File: config.mk
export PLATFORM = sky130hd
export DESIGN_NAME = fgemm_queue
export DESIGN_NICKNAME = d
export VERILOG_FILES = /design/src/rtl/fgemm_pkg.sv /design/src/rtl/fgemm_queue.sv
export SDC_FILE = /design/constraint.sdc
export NUM_CORES = 1
export LEC_CHECK = 0
export BUFFER_PORTS_ARGS = -buffer_cell sky130_fd_sc_hd__buf_2
export CAP_MARGIN = 25
export CORE_ASPECT_RATIO = 0.5
export CORE_MARGIN = 5
export CORE_UTILIZATION = 57
export CTS_CLUSTER_DIAMETER = 80
export DETAILED_ROUTE_END_ITERATION = 12
export PLACE_DENSITY_LB_ADDON = 0.08
export SLEW_MARGIN = 20
export SYNTH_ARGS = -nofsm -noshare
export SYNTH_HDL_FRONTEND = slang
export SYNTH_SLANG_ARGS = --single-unit
File: constraint.sdc
create_clock -name i_clk -period 5.23 [get_ports i_clk]
set_input_delay 0.2615 -clock i_clk [delete_from_list [all_inputs] [get_ports i_clk]]
set_output_delay 0.2615 -clock i_clk [all_outputs]
set_load 0.05 [all_outputs]
File: src/rtl/fgemm_pkg.sv
// Shared constants, payload types and register codes for the fp16-weight GEMM accumulate block.
// Depends on nothing; imported by the front end, queue, back end and top level.
package fgemm_pkg;

    localparam int ROWS           = 6;
    localparam int LANES          = 16;
    localparam int MAX_COL_BLOCKS = 16;
    localparam int COL_GROUP      = 2;
    localparam int COLS           = MAX_COL_BLOCKS * LANES * COL_GROUP;
    localparam int ENTRIES        = ROWS * COLS;
    localparam int ADDR_W         = $clog2(ENTRIES);
    localparam int FMA_LAT        = 9;
    localparam int QUEUE_DEPTH    = 4;
    localparam int CFG_IDX_W      = 4;

    localparam logic [CFG_IDX_W-1:0] CFG_BETA  = CFG_IDX_W'(0);
    localparam logic [CFG_IDX_W-1:0] CFG_DEPTH = CFG_IDX_W'(1);

    localparam logic [31:0] NEG_ZERO = 32'h8000_0000;

    typedef struct packed {
        logic [3:0]  row_index;
        logic [8:0]  col_index;
        logic [11:0] depth_index;
        logic [31:0] a_bits;
        logic [15:0] b_half;
        logic [31:0] c_prior;
    } t_in;

    typedef struct packed {
        logic [3:0]  out_row;
        logic [8:0]  out_col;
        logic [31:0] c_bits;
    } t_out;

    typedef struct packed {
        logic [ADDR_W-1:0] addr;
        logic [3:0]        row;
        logic [8:0]        col;
        logic              first;
        logic              last;
        logic [31:0]       a;
        logic [31:0]       b;
        logic [31:0]       c;
    } t_term;

endpackage

File: src/rtl/fgemm_queue.sv
// Short FIFO of tagged terms between the front end and the arithmetic back end.
// Depends on fgemm_pkg.
module fgemm_queue (
    input  logic             i_clk,
    input  logic             i_rst_n,
    input  logic             i_push,
    input  fgemm_pkg::t_term i_term,
    input  logic             i_pop,
    output logic             o_valid,
    output fgemm_pkg::t_term o_head,
    output logic             o_full
);
    import fgemm_pkg::*;

    localparam int PTR_W = $clog2(QUEUE_DEPTH);
    localparam int CNT_W = $clog2(QUEUE_DEPTH + 1);

    t_term            r_mem [QUEUE_DEPTH];
    logic [PTR_W-1:0] r_wr, r_rd;
    logic [CNT_W-1:0] r_cnt;

    always_ff @(posedge i_clk) begin
        if (!i_rst_n) begin
            r_wr  <= '0;
            r_rd  <= '0;
            r_cnt <= '0;
        end else begin
            if (i_push) r_wr <= r_wr + PTR_W'(1);
            if (i_pop) r_rd <= r_rd + PTR_W'(1);
            r_cnt <= r_cnt + CNT_W'(i_push) - CNT_W'(i_pop);
        end
    end

    always_ff @(posedge i_clk) begin
        if (i_push) r_mem[r_wr] <= i_term;
    end

    assign o_valid = (r_cnt != '0);
    assign o_full  = (r_cnt == CNT_W'(QUEUE_DEPTH));
    assign o_head  = r_mem[r_rd];

endmodule

==> results.txt <==
----------------------------------------------------
[Outcome]
  Run status ... finished clean

[STA]
  Transition time at the pin with the least slew margin ... 0.878 ns
  Post-route minimum period ... 2.90 ns
  Final setup violating endpoints ... 0
  Final worst-path cycle share ... 0.554
  Achievable clock frequency ... 345 MHz
  PnR worst setup slack ... roughly 2.3 ns
  Total count of hold-check failures in the final report ... 0
  Layout Skew ... 0.0155 ns
  RSZ-0062 raised after global routing ... false
  Sum Neg Setup Slack ... 0 ns
  Pins over their slew limit ... 0
  Slew margin rel. ... 0.415

[Cells and area]
  Layout Cell Area excl Fill ... 22,600 sq um
  Post-layout utilization of the core ... 0.716
  Multi-input logic area ... ~3000 sq um
  Share of post-route cells with drive strength above 1 ... 0.401
  Total area of sequential cells ... 15,000 sq um
  Number of nets in the final layout ... between 1,000 and 1,500
  Diode insertion count for antenna repair ... 0
  Area delta synth->final ... 24.3%
  Fill cell count ... about 2,000

[Synthesis]
  Distinct cell type count of the synthesized netlist ... 20
  Dominant combinational cell family by area after synthesis ... multiplexers
  Warning count from the yosys run ... 0
  Cell type contributing the most total cell area after synthesis ... sky130_fd_sc_hd__edfxtp_1
  Synthesized Nets ... 820
  Area share of fa/ha/maj cells after synthesis ... 0.00523
  Seq/Total Area, Yosys ... 0.822
  Fraction of synthesized cell area in xor and xnor cells ... 0.00227
  Multiplexer share of the synthesized area ... 0.153
  Post-synthesis instance area ... 18,200 sq um
  Average footprint of a synthesized cell ... approximately 27 sq um
  Yosys top cell area share ... 0.813
  Largest cells by area after synthesis ... sky130_fd_sc_hd__edfxtp_1 (81%), sky130_fd_sc_hd__mux4_2 (15%), sky130_fd_sc_hd__dfxtp_1 (0.99%)
  Flops & latches, synth ... 501
  Post-Synthesis Cells ... 686
  Share of synthesized cell area in and, or, nand and nor gates ... 0.00420
  Compound-gate portion of the synthesized area ... 0.000826

[Worst setup path]
  R2r startpoint ... r_wr[0]$_SDFFE_PN0P_
  Endpoint arrival time on the critical path ... 2.64 ns
  Worst R2R Setup Slack ... roughly 3.2 ns
  Required time at the worst-slack endpoint ... 4.97 ns
  Largest fanout on the critical path ... 68
  Worst setup SP type ... flip-flop
  Critical Setup Path Class ... reg2out
  Endpoint class of the critical path ... primary output

[Place]
  DP Wirelength ... 19.6 mm
  Number of buffer cells added on primary ports ... 251
  Area of placed instances ... 19,900 sq um
  Place WS ... 2.55 ns
  Routability-driven placement congestion ratio ... between 0.6 and 0.7

[Detailed routing]
  Detailed-route wire length on metal 1 ... 14.0 mm
  Vias after detailed routing ... 8,485
  Total met3 wirelength after detailed routing ... 1.43 mm
  Avg WL per Cell ... around 22 microns
  Met2 wire len ... 18.9 mm
  Number of optimization iterations in the first detailed-route pass ... 4
  Drt drc ... 0
  Detailed Route Iter0 Violations ... 503
  Uppermost signal routing layer after detailed routing ... met4
  Drt total wl ... 34.9 mm
  Detailed-route vias per instance ... around 5.5
  Number of nets with antenna violations after routing ... 0

[Global routing]
  Via count of the first global-routing pass ... 9,271
  Remaining global-route overflow ... 0
  First-pass GRT wire length ... 53.5 mm
  Global-route usage over all layers ... 0.196
  Pin count of the biggest net entering global routing ... 109
  Initial antenna violation count ... 0

[CTS]
  Number of buffers added by the clock tree synthesis step ... 43
  Maximum count of clock buffers along a single path ... 3
  Clock sink count ... 501
  Clock tree from TritonCTS ... done
  Number of buffers inserted by post-CTS setup repair ... 0
  Clock transition at the registers of the reported paths ... around 0.06 ns
  Clock latency at the later pin of the worst-skew pair ... 0.54 ns
  Clock root buffer ... sky130_fd_sc_hd__clkbuf_16
  Hold_buf cts ... roughly 120
  Deepest level of the CTS H-tree ... 2
  CTS resizes ... 0

[Floorplan]
  Starting utilization of the core area ... 0.576
  Std cell rows ... 46
  Core area ... 31,500 sq um
  I/O pin total ... between 200 and 300
  Chip Width ... 263 microns
  Area of the die ... 35,800 sq um
  Die Ht ... 136 microns

[Power and ir drop]
  Cell area power density ... 405 nW/um^2
  Leakage ... 7.67 nW
  Max IR drop VDD ... 245 uV

[Min path]
  Hold crit path type ... in2reg
  Launch instance of the worst min-delay path ... i_push

[Flow run]
  Max-Cap Viols ... 0

----------------------------------------------------
-- critical path: stages, from the launching register on --
cell and delay, ns:
sky130_fd_sc_hd__dfxtp_4 0.91, sky130_fd_sc_hd__buf_12 0.44, sky130_fd_sc_hd__mux4_2 0.43, sky130_fd_sc_hd__buf_2 0.24
-- metrics by stage --
step                      std cells  total power, mW  hold slack (ns)
after detailed placement       1349             6.04            0.478
final                          1553             9.15           0.0903
after floorplan                 686             5.71            0.360
after CTS                      1552             9.24           0.0607
after global placement         1349             6.02            0.472
after global routing           1553             9.49           0.0834
-- registers in the layout, indices dropped and copies added (netlist names), named ones only --
name / count
r_wr: 2
r_rd: 2
r_cnt: 3
r_mem: 492
-- routing by layer --
metal,track usage,vias up
met2,0.352,176
li1,-,3767
met1,0.256,4497
met5,0,-
met3,0.0383,45
met4,0.0429,0
-- area by class of cell --
class,count,share of cell area
sequential,501,0.662
multi-input combinational,150,0.134
timing repair buffer,384,0.118
clock buffer,56,0.0521
tap,432,0.0239
clock inverter,23,0.00925
inverter,7,0.00116
-- path summary, 6_finish.rpt --
kind,endpoint,depth (start not counted)
min,r_wr[1]$_SDFFE_PN0P_,3
min reg2reg,r_wr[1]$_SDFFE_PN0P_,2
max reg2reg,r_mem[2][6]$_DFFE_PP_,4
max,o_head[119],3
-- cells by family after synthesis --
| kind of cell | Yosys count |
|---|---|
| AND/OR/NAND/NOR | 14 |
| XOR/XNOR | 3 |
| flip-flops | 501 |
| buffers and inverters | 35 |
| adder cells (fa/ha/maj) | 7 |
| AO/OA/AOI/OAI | 2 |
| multiplexers | 124 |
-- cells in the final DEF, fill, tap and decap left out, types with 4 or more instances in the layout --
cell type | netlist | final
sky130_fd_sc_hd__and2_4 | 0 | 4
sky130_fd_sc_hd__buf_12 | 0 | 6
sky130_fd_sc_hd__buf_2 | 14 | 251
sky130_fd_sc_hd__bufinv_16 | 0 | 4
sky130_fd_sc_hd__clkbuf_1 | 5 | 10
sky130_fd_sc_hd__clkbuf_16 | 0 | 45
sky130_fd_sc_hd__clkinv_1 | 0 | 10
sky130_fd_sc_hd__clkinv_2 | 0 | 7
sky130_fd_sc_hd__dfxtp_1 | 9 | 7
sky130_fd_sc_hd__dlygate4sd3_1 | 0 | 124
sky130_fd_sc_hd__edfxtp_1 | 492 | 492
sky130_fd_sc_hd__ha_1 | 6 | 6
sky130_fd_sc_hd__inv_1 | 7 | 7
sky130_fd_sc_hd__mux4_2 | 123 | 123
sky130_fd_sc_hd__nor2_1 | 5 | 5
-- power breakdown --
group          total [mW]  internal [mW]  switching, mW
Sequential           4.68           4.61         0.0652
Clock                3.14           1.79           1.35
Combinational        1.33          0.443          0.892
Total                9.15           6.84           2.31
-- cells in the mapped netlist, drive strengths merged --
master and instances:
clkbuf 5, mux4 123, ha 6, inv 7
a21oi 1, dfxtp 9, edfxtp 492, xnor2 2
or3 1, a21bo 1, and2 6, nor2 5
mux2i 1, nand3b 1, xor3 1, buf 23
and3 1, fa 1
No activity file was read; power rests on OpenSTA's default activity.
