### src/rtl/fgemm_pkg.sv
// Shared constants, payload types and register codes for the fp16-weight GEMM accumulate block.
// Depends on nothing; imported by the front end, queue, back end and top level.
package fgemm_pkg;

    localparam int ROWS           = 6;
    localparam int LANES          = 16;
    localparam int MAX_COL_BLOCKS = 16;
    localparam int COL_GROUP      = 2;
    localparam int COLS           = MAX_COL_BLOCKS * LANES * COL_GROUP;
    localparam int ENTRIES        = ROWS * COLS;
    localparam int ADDR_W         = $clog2(ENTRIES);
    localparam int FMA_LAT        = 9;
    localparam int QUEUE_DEPTH    = 4;
    localparam int CFG_IDX_W      = 4;

    localparam logic [CFG_IDX_W-1:0] CFG_BETA  = CFG_IDX_W'(0);
    localparam logic [CFG_IDX_W-1:0] CFG_DEPTH = CFG_IDX_W'(1);

    localparam logic [31:0] NEG_ZERO = 32'h8000_0000;

    typedef struct packed {
        logic [3:0]  row_index;
        logic [8:0]  col_index;
        logic [11:0] depth_index;
        logic [31:0] a_bits;
        logic [15:0] b_half;
        logic [31:0] c_prior;
    } t_in;

    typedef struct packed {
        logic [3:0]  out_row;
        logic [8:0]  out_col;
        logic [31:0] c_bits;
    } t_out;

    typedef struct packed {
        logic [ADDR_W-1:0] addr;
        logic [3:0]        row;
        logic [8:0]        col;
        logic              first;
        logic              last;
        logic [31:0]       a;
        logic [31:0]       b;
        logic [31:0]       c;
    } t_term;

endpackage

### src/rtl/fgemm_front.sv
// Front end: takes input transfers, drops out-of-range terms, widens B and tags each term.
// Depends on fgemm_pkg; feeds fgemm_queue.
module fgemm_front (
    input  logic            i_in_valid,
    input  fgemm_pkg::t_in  i_in_data,
    input  logic            i_q_full,
    input  logic [12:0]     i_depth_count,
    output logic            o_in_stall,
    output logic            o_push,
    output fgemm_pkg::t_term o_term
);
    import fgemm_pkg::*;

    function automatic logic [31:0] half_to_single(input logic [15:0] h);
        logic [3:0]  p;
        logic [31:0] r;
        p = 4'd0;
        for (int i = 0; i < 10; i++) begin
            if (h[i]) p = 4'(i);
        end
        if (h[14:10] == 5'd31) begin
            r = {h[15], 8'hFF, h[9:0], 13'd0};
        end else if (h[14:10] == 5'd0) begin
            if (h[9:0] == 10'd0) r = {h[15], 31'd0};
            else r = {h[15], 8'(p) + 8'd103, 23'({13'd0, h[9:0]} << (5'd23 - 5'(p)))};
        end else begin
            r = {h[15], 8'(h[14:10]) + 8'd112, h[9:0], 13'd0};
        end
        return r;
    endfunction

    logic w_keep;

    always_comb begin
        w_keep = (32'(i_in_data.row_index) < ROWS) && (32'(i_in_data.col_index) < COLS) &&
                 ({1'b0, i_in_data.depth_index} < i_depth_count);
        o_term.addr  = ADDR_W'(ADDR_W'(i_in_data.row_index) * ADDR_W'(COLS)) +
                       ADDR_W'(i_in_data.col_index);
        o_term.row   = i_in_data.row_index;
        o_term.col   = i_in_data.col_index;
        o_term.first = (i_in_data.depth_index == 12'd0);
        o_term.last  = ({1'b0, i_in_data.depth_index} + 13'd1 == i_depth_count);
        o_term.a     = i_in_data.a_bits;
        o_term.b     = half_to_single(i_in_data.b_half);
        o_term.c     = i_in_data.c_prior;
    end

    assign o_in_stall = i_q_full;
    assign o_push     = i_in_valid && !i_q_full && w_keep;

endmodule

### config.mk
export PLATFORM = sky130hd
export DESIGN_NAME = fgemm_front
export DESIGN_NICKNAME = d
export VERILOG_FILES = /design/src/rtl/fgemm_pkg.sv /design/src/rtl/fgemm_front.sv
export SDC_FILE = /design/constraint.sdc
export NUM_CORES = 1
export LEC_CHECK = 0
export BUFFER_PORTS_ARGS = -buffer_cell sky130_fd_sc_hd__buf_2
export CORE_AREA = 2 2 94 96
export DETAILED_ROUTE_END_ITERATION = 10
export DIE_AREA = 0 0 96 98
export GPL_TIMING_DRIVEN = 0
export PLACE_DENSITY_LB_ADDON = 0.3
export SETUP_SLACK_MARGIN = 0.05
export SYNTH_ARGS = -nofsm -noshare
export SYNTH_HDL_FRONTEND = slang
export SYNTH_SLANG_ARGS = --single-unit
### constraint.sdc
create_clock -name vclk -period 4.7
set_input_delay 1.175 -clock vclk [all_inputs]
set_output_delay 1.175 -clock vclk [all_outputs]
set_load 0.005 [all_outputs]
==> flow_summary.ini, run 1 <==
[final_layout]
final_nets = 621
nClkBuffers = 0
layout.sequential_cells = 0
nFillCells = 900
final_util = 0.3829
syn_to_final_growth_pct = 41.20
drive_above_1_share = 0.5868
fin_area_um2 = 3242
regArea_um2 = 0
most-common-layout-cells = buf_2, buf_4, inv_1, a21oi_1
antenna_cells = 0
final_common_cell = buf_2

[run]
drv_cap = 0

[drt]
avgViaCountPerCell = 4.458
antenna_left = 0
drtIter0Drc = 54
first_pass_iters = 4
post-route-drc-count = 0
vias = 2639
wirelength_um = 6615
wl_per_cell_um = 11.17

[pwr]
power.density_nw_per_um2 = 82.36
pwr-share-comb = 1.000
p_int_mw = 0.1500
total_power_mw = 0.2670
p_leak_nw = 1.808
vdd_drop_max_uv = 36.98
power_frac_clock = 0
p_sw_frac = 0.4381
seqPwrFrac = 0
p_switching_mw = 0.1170

[setup_path]
slowest_stage = o21ai_0
path_class = in2out
cp_cell_sequence = buf_4 -> nor2_1 -> nand2_1 -> o21ai_0 -> inv_1 -> ha_1 -> o21ai_0 -> a21oi_1 -> a21oi_1 -> buf_2
cp_data_required_time_ns = 3.52
end_kind = output pin
crit_start = i_in_data[36]
arrival_ns = 2.88
crit_fanout = 9
cpPeakStageDelay_ns = 0.42
cp-start-kind = primary input

[sta]
max_slew_margin = 0.6585
hold_viol = 0
rsz0062_at_grt = false
finalCritPeriodShare = 0.8635
setup_viol = 0
setup_ws_ns = 0.6418
final_max_slew_viol_count = 0
worst_slew_pin_slew_ns = 0.5103
final.setup.tns_ns = 0
clock.fmax_mhz = 246.4
min_period_ns = 4.058

[floorplan]
die_area_um2 = 9408
core_um2 = 8466
start_util = 0.2712
num_io_pins = 245
die_w_um = 96
die_h_um = 98
row_count = 34

[global_route]
antenna_found_initial = 0
grt_usage = 0.1239
grt_pass1_vias = 2308
grt_max_degree = 11
overflow = 0
grt_pass1_wl_um = 10020

[outcome]
status = complete, no violations

[min_path]
hold_path_startpoint = i_in_data[10]
hold_class = in2out

[logic_synthesis]
synth_area_leaders = buf_4, ha_1, a21oi_1, xnor2_1, inv_1
yosys_warnings = 0
netlist_instances = 319
syn_area_um2 = 2296
syn_avg_cell_area_um2 = 7.197
synth-seq-area-share = 0
yosys.cell_types.count = 63
synth_top_area_share = 0.3499
yosys.area.top_type = buf_4

[placement]
port_buffers = 153
routabilityCongestion = 0.8854
dpl_cell_area_um2 = 3242
hpwl_um = 5879
post-place-ws_ns = 0.6560

[clock_tree]
cts_resized = 0
postCtsHoldBufs = 0
postCtsSetupRepairBufs = 0
-- final cells by class --
class	count	area (um^2)	share of cell area
buffer	114	869.6	0.2682
inverter	21	78.83	0.02431
multi-input combinational	196	1393	0.4296
tap	108	135.1	0.04168
timing repair buffer	153	765.7	0.2362
-- worst max-delay path, delay by kind of cell --
kind                     cells  cell delay [ns]
AO/OA/AOI/OAI                4             0.78
buffers and inverters        3             0.45
AND/OR/NAND/NOR              2             0.24
adder cells (fa/ha/maj)      1             0.23
-- routing by layer --
metal	routed length, um	share of wire	global-route usage
met4	109	0.016	0.02857
met3	753	0.11	0.01080
met5	0	0	0
met1	2424	0.37	0.1466
met2	3327	0.50	0.2345
-- path summary, 6_finish.rpt --
kind / to / slack [ns] / cells past startpoint
max: o_term[59] / 0.64 / 10
min: o_term[10] / 2.51 / 2
-- cells in the mapped netlist, drive strengths merged, types with 3 or more instances --
master	number
a21o	4
a21oi	21
a22oi	4
and3	3
and4	3
buf	111
clkbuf	3
ha	15
inv	21
mux2i	3
nand2	16
nand3	7
nand3b	3
nand4	7
nor2	12
nor2b	4
nor3	6
nor4	4
o211ai	5
o21ai	12
xnor2	11
xor2	6
-- cells by family (layout without fill, tap and decap cells) --
kind of cell,after synthesis,count (layout),synth area share
AO/OA/AOI/OAI,67,67,0.2038
XOR/XNOR,17,17,0.06485
AND/OR/NAND/NOR,79,79,0.2120
multiplexers,5,5,0.02289
other,1,13,0.001633
adder cells (fa/ha/maj),15,15,0.08174
buffers and inverters,135,288,0.4131
-- power groups by stage --
stage | Combinational, mW | Clock, mW | Sequential [mW]
2_1_floorplan | 0.167 | 0 | 0
3_3_place_gp | 0.267 | 0 | 0
3_5_place_dp | 0.267 | 0 | 0
4_1_cts | 0.268 | 0 | 0
5_1_grt | 0.296 | 0 | 0
6_report | 0.267 | 0 | 0
-- through the flow --
| step | cells | hold slack (ns) |
|---|---|---|
| detailed placement | 592 | 2.516 |
| global placement | 592 | 2.517 |
| CTS | 592 | 2.516 |
| floorplan | 331 | 2.384 |
| global route | 592 | 2.518 |
| finish | 592 | 2.515 |
Power figures use the tool's default switching activity.
==> inputs of run 2 (changes only) <==
Settings changed: CORE_AREA 2 2 94 96 to 3 3 93 95, SKIP_LAST_GASP from default to 1.
Clock period 4.7 ns to 3.75 ns, I/O delays scaled along.
==> run 2 against run 1 <==
  * Non-clock buffer count unchanged
  * Setup slack worse by 0.40 ns
  * Global-route usage up 1.4 points
  * Cell area up 0.19%
  * Utilization up 3.3 points
  * Hold slack worse by 0.47 ns
  * Highest routed layer is now met3
  * Largest power group unchanged
==> flow_summary.ini, run 2 (synthesis gave the netlist of run 1 again) <==
[global_route]
grt_max_degree = 11
grt_pass1_wl_um = 11140
antenna_found_initial = 0
grt_usage = 0.1375
overflow = 0
grt_pass1_vias = 2436

[pwr]
vdd_drop_max_uv = 43.25
total_power_mw = 0.3382
p_leak_nw = 1.807
power.density_nw_per_um2 = 104.1

[drt]
drtIter0Drc = 70
first_pass_iters = 4
post-route-drc-count = 0
wl_per_cell_um = 12.29
avgViaCountPerCell = 4.471
antenna_left = 0
vias = 2620
wirelength_um = 7200

[min_path]
hold_class = in2out

[sta]
setup_ws_ns = 0.2430
setup_viol = 0
rsz0062_at_grt = true
clock.fmax_mhz = 285.1
final.setup.tns_ns = 0
finalCritPeriodShare = 0.9352
hold_viol = 0
min_period_ns = 3.507
final_max_slew_viol_count = 0

[final_layout]
final_common_cell = buf_2
most-common-layout-cells = buf_2, buf_4, inv_1, a21oi_1, nand2_1
syn_to_final_growth_pct = 41.47
multi_input_area_um2 = 1406
fin_area_um2 = 3248
layout.sequential_cells = 0
antenna_cells = 0
nFillCells = 850
drive_above_1_share = 0.5950
nClkBuffers = 0
final_util = 0.4160
final_nets = 621
regArea_um2 = 0

[setup_path]
cp_data_required_time_ns = 2.81
end_kind = output pin
crit_fanout = 6
cp-start-kind = primary input
arrival_ns = 2.57
path_class = in2out

[floorplan]
num_io_pins = 245
die_area_um2 = 9408
die_w_um = 96
start_util = 0.2941
core_um2 = 7807
row_count = 32
die_h_um = 98

[clock_tree]
postCtsHoldBufs = 0

[run]
drv_cap = 0

[placement]
dpl_cell_area_um2 = 3234
post-place-ws_ns = 0.1262
routabilityCongestion = 0.8950
port_buffers = 153
hpwl_um = 6490

[outcome]
status = complete, no violations
## run 2: cell count changes in the layout (fill, tap and decap cells not counted)
| cell | before | now |
|---|---|---|
| o21ai_1 | 3 | 4 |
| nor2_1 | 12 | 10 |
| ha_1 | 15 | 14 |
| a2111oi_0 | 1 | 0 |
| o21ai_0 | 9 | 8 |
| nor2_2 | 0 | 2 |
| a2111oi_2 | 0 | 1 |
| ha_2 | 0 | 1 |
## run 2: path summary, 6_finish.rpt
check                     start         end  slack [ns]  depth (start not counted)
setup / recovery  i_in_data[80]  o_term[96]        0.24                          9
hold / removal    i_in_data[17]  o_term[17]        2.04                          2
## run 2: per-layer routing
metal,vias up,routed length [um],GRT usage
li1,1323,-,-
met4,0,0,0.003282
met1,1145,2723,0.1792
met5,-,0,0
met2,152,3806,0.2560
met3,0,670,0.01002
## run 2: layout make-up
class / instances / share of cell area
Timing Repair Buffer: 153 / 0.2357
Multi-Input combinational cell: 196 / 0.4330
Inverter: 21 / 0.02427
Buffer: 114 / 0.2677
Tap cell: 102 / 0.03929
## run 2: through the flow
| stage | hold WS, ns | instances |
|---|---|---|
| after floorplan | 1.909 | 331 |
| after global placement | 2.042 | 586 |
| after detailed placement | 2.041 | 586 |
| after CTS | 2.041 | 586 |
| after global routing | 2.047 | 586 |
| final | 2.040 | 586 |
## run 2: report_power, final
part | internal, mW | switching (mW)
clock | 0 | 0
sequential | 0 | 0
combinational | 0.190 | 0.148
## run 2: timing repair
action	4_1_cts	5_1_grt
endpoints found under the setup margin	0	8
endpoints found under the hold margin	0	0
setup buffers	0	0
gates resized for setup	0	6
## run 2: worst max-delay path, stage by stage
cell      delay [ns]
buf_2           0.15
ha_2            0.23
o21ba_2         0.20
a221oi_1        0.28
a21oi_1         0.08
nor3_1          0.22
nand4_1         0.16
a211oi_2        0.16
buf_2           0.14
==> inputs of run 3 (changes only) <==
Settings changed: CAP_MARGIN from default to 15, PLACE_DENSITY from default to 0.75, PLACE_DENSITY_LB_ADDON 0.3 to default.
==> run 3 against run 2 <==
  * Critical path depth did not move
  * Critical path type unchanged
  * Cell area hardly changed
  * Highest routed layer is now met4
  * Hold slack barely moved
  * Non-clock buffer count is the same
  * Utilization about the same
  * Die area unchanged
==> flow_summary.ini, run 3 (synthesis gave the netlist of run 1 again) <==
[global_route]
grt_pass1_vias = 2456
antenna_found_initial = 0
grt_pass1_wl_um = 10350
grt_usage = 0.1259
overflow = 0
grt_max_degree = 11

[setup_path]
cp_data_required_time_ns = 2.81
crit_start = i_in_data[37]
end_kind = output pin
cp_num_buf_inv = 3
arrival_ns = 2.60
path_class = in2out
cp_cell_sequence = buf_2 -> or3_4 -> a21oi_4 -> inv_1 -> ha_1 -> o21ai_0 -> a21oi_1 -> a21oi_1 -> buf_2
slowest_stage = or3_4
cpPeakStageDelay_ns = 0.41
path_delay_family = compound AO/OA/AOI/OAI gates
cp-start-kind = primary input
crit_fanout = 8

[min_path]
whs_path_depth = 2
hold_path_startpoint = i_in_data[10]
min_to = o_term[10]
hold_class = in2out

[floorplan]
die_h_um = 98
die_w_um = 96
core_um2 = 7807
start_util = 0.2941
num_io_pins = 245
die_area_um2 = 9408
row_count = 32

[final_layout]
final_common_cell = buf_2
final_nets = 621
antenna_cells = 0
syn_to_final_growth_pct = 41.42
fin_area_um2 = 3247
drive_above_1_share = 0.5950
nFillCells = 802
fin_cells = 586
regArea_um2 = 0
nClkBuffers = 0
layout.sequential_cells = 0
most-common-layout-cells = buf_2, buf_4, inv_1, a21oi_1, nand2_1

[sta]
min_period_ns = 3.541
final.setup.tns_ns = 0
hold_viol = 0
clock.fmax_mhz = 282.4
finalCritPeriodShare = 0.9444
rsz0062_at_grt = false
setup_ws_ns = 0.2086
final_max_slew_viol_count = 0
setup_viol = 0

[placement]
place_inst = 586
hpwl_um = 6065
routabilityCongestion = 0.9060
port_buffers = 153
dpl_cell_area_um2 = 3234
post-place-ws_ns = 0.1343

[drt]
wirelength_um = 6785
avgViaCountPerCell = 4.532
drtIter0Drc = 74
vias = 2656
wl_per_cell_um = 11.58
antenna_left = 0
post-route-drc-count = 0
first_pass_iters = 4

[pwr]
total_power_mw = 0.3362
power.density_nw_per_um2 = 103.6
vdd_drop_max_uv = 49.70
p_leak_nw = 1.806

[clock_tree]
postCtsHoldBufs = 0

[run]
drv_cap = 0

[outcome]
status = complete, no violations
## run 3: cell counts in the layout (fill, tap and decap cells not counted)
Identical to the previous run, type by type.
## run 3: how the worst max path moves through the flow
stage / end / depth (start not counted)
5_1_grt: o_term[96] / 9
3_3_place_gp: o_term[59] / 10
2_1_floorplan: o_term[59] / 8
6_report: o_term[59] / 9
4_1_cts: o_term[59] / 10
3_5_place_dp: o_term[59] / 10
## run 3: repair_timing
| action | 4_1_cts | 5_1_grt |
|---|---|---|
| resized for setup | 0 | 5 |
| setup endpoints to repair | 0 | 5 |
| buffers inserted | 0 | 0 |
## run 3: layer usage
| layer | wire length (um) | share of wire | track usage |
|---|---|---|---|
| met4 | 76 | 0.011 | 0.01969 |
| met2 | 3581 | 0.53 | 0.2512 |
| met3 | 770 | 0.11 | 0.01079 |
| met5 | 0 | 0 | 0 |
| met1 | 2357 | 0.35 | 0.1412 |
## run 3: through the flow
stage	utilization	hold slack (ns)
final	0.4159	2.041
after global routing	0.4159	2.045
after floorplan	-	1.909
after CTS	0.4143	2.042
after global placement	0.4143	2.043
after detailed placement	0.4143	2.042
## run 3: report_power, final
part           internal, mW  switching [mW]
Sequential                0               0
Clock                     0               0
Combinational         0.189           0.147
Total                 0.189           0.147
## run 3: layout make-up
class	count	area (um^2)	area share
inverters	21	78.83	0.02428
plain buffers	114	869.6	0.2678
well taps	102	127.6	0.03931
multi-input cells	196	1405	0.4328
repair buffers	153	765.7	0.2358
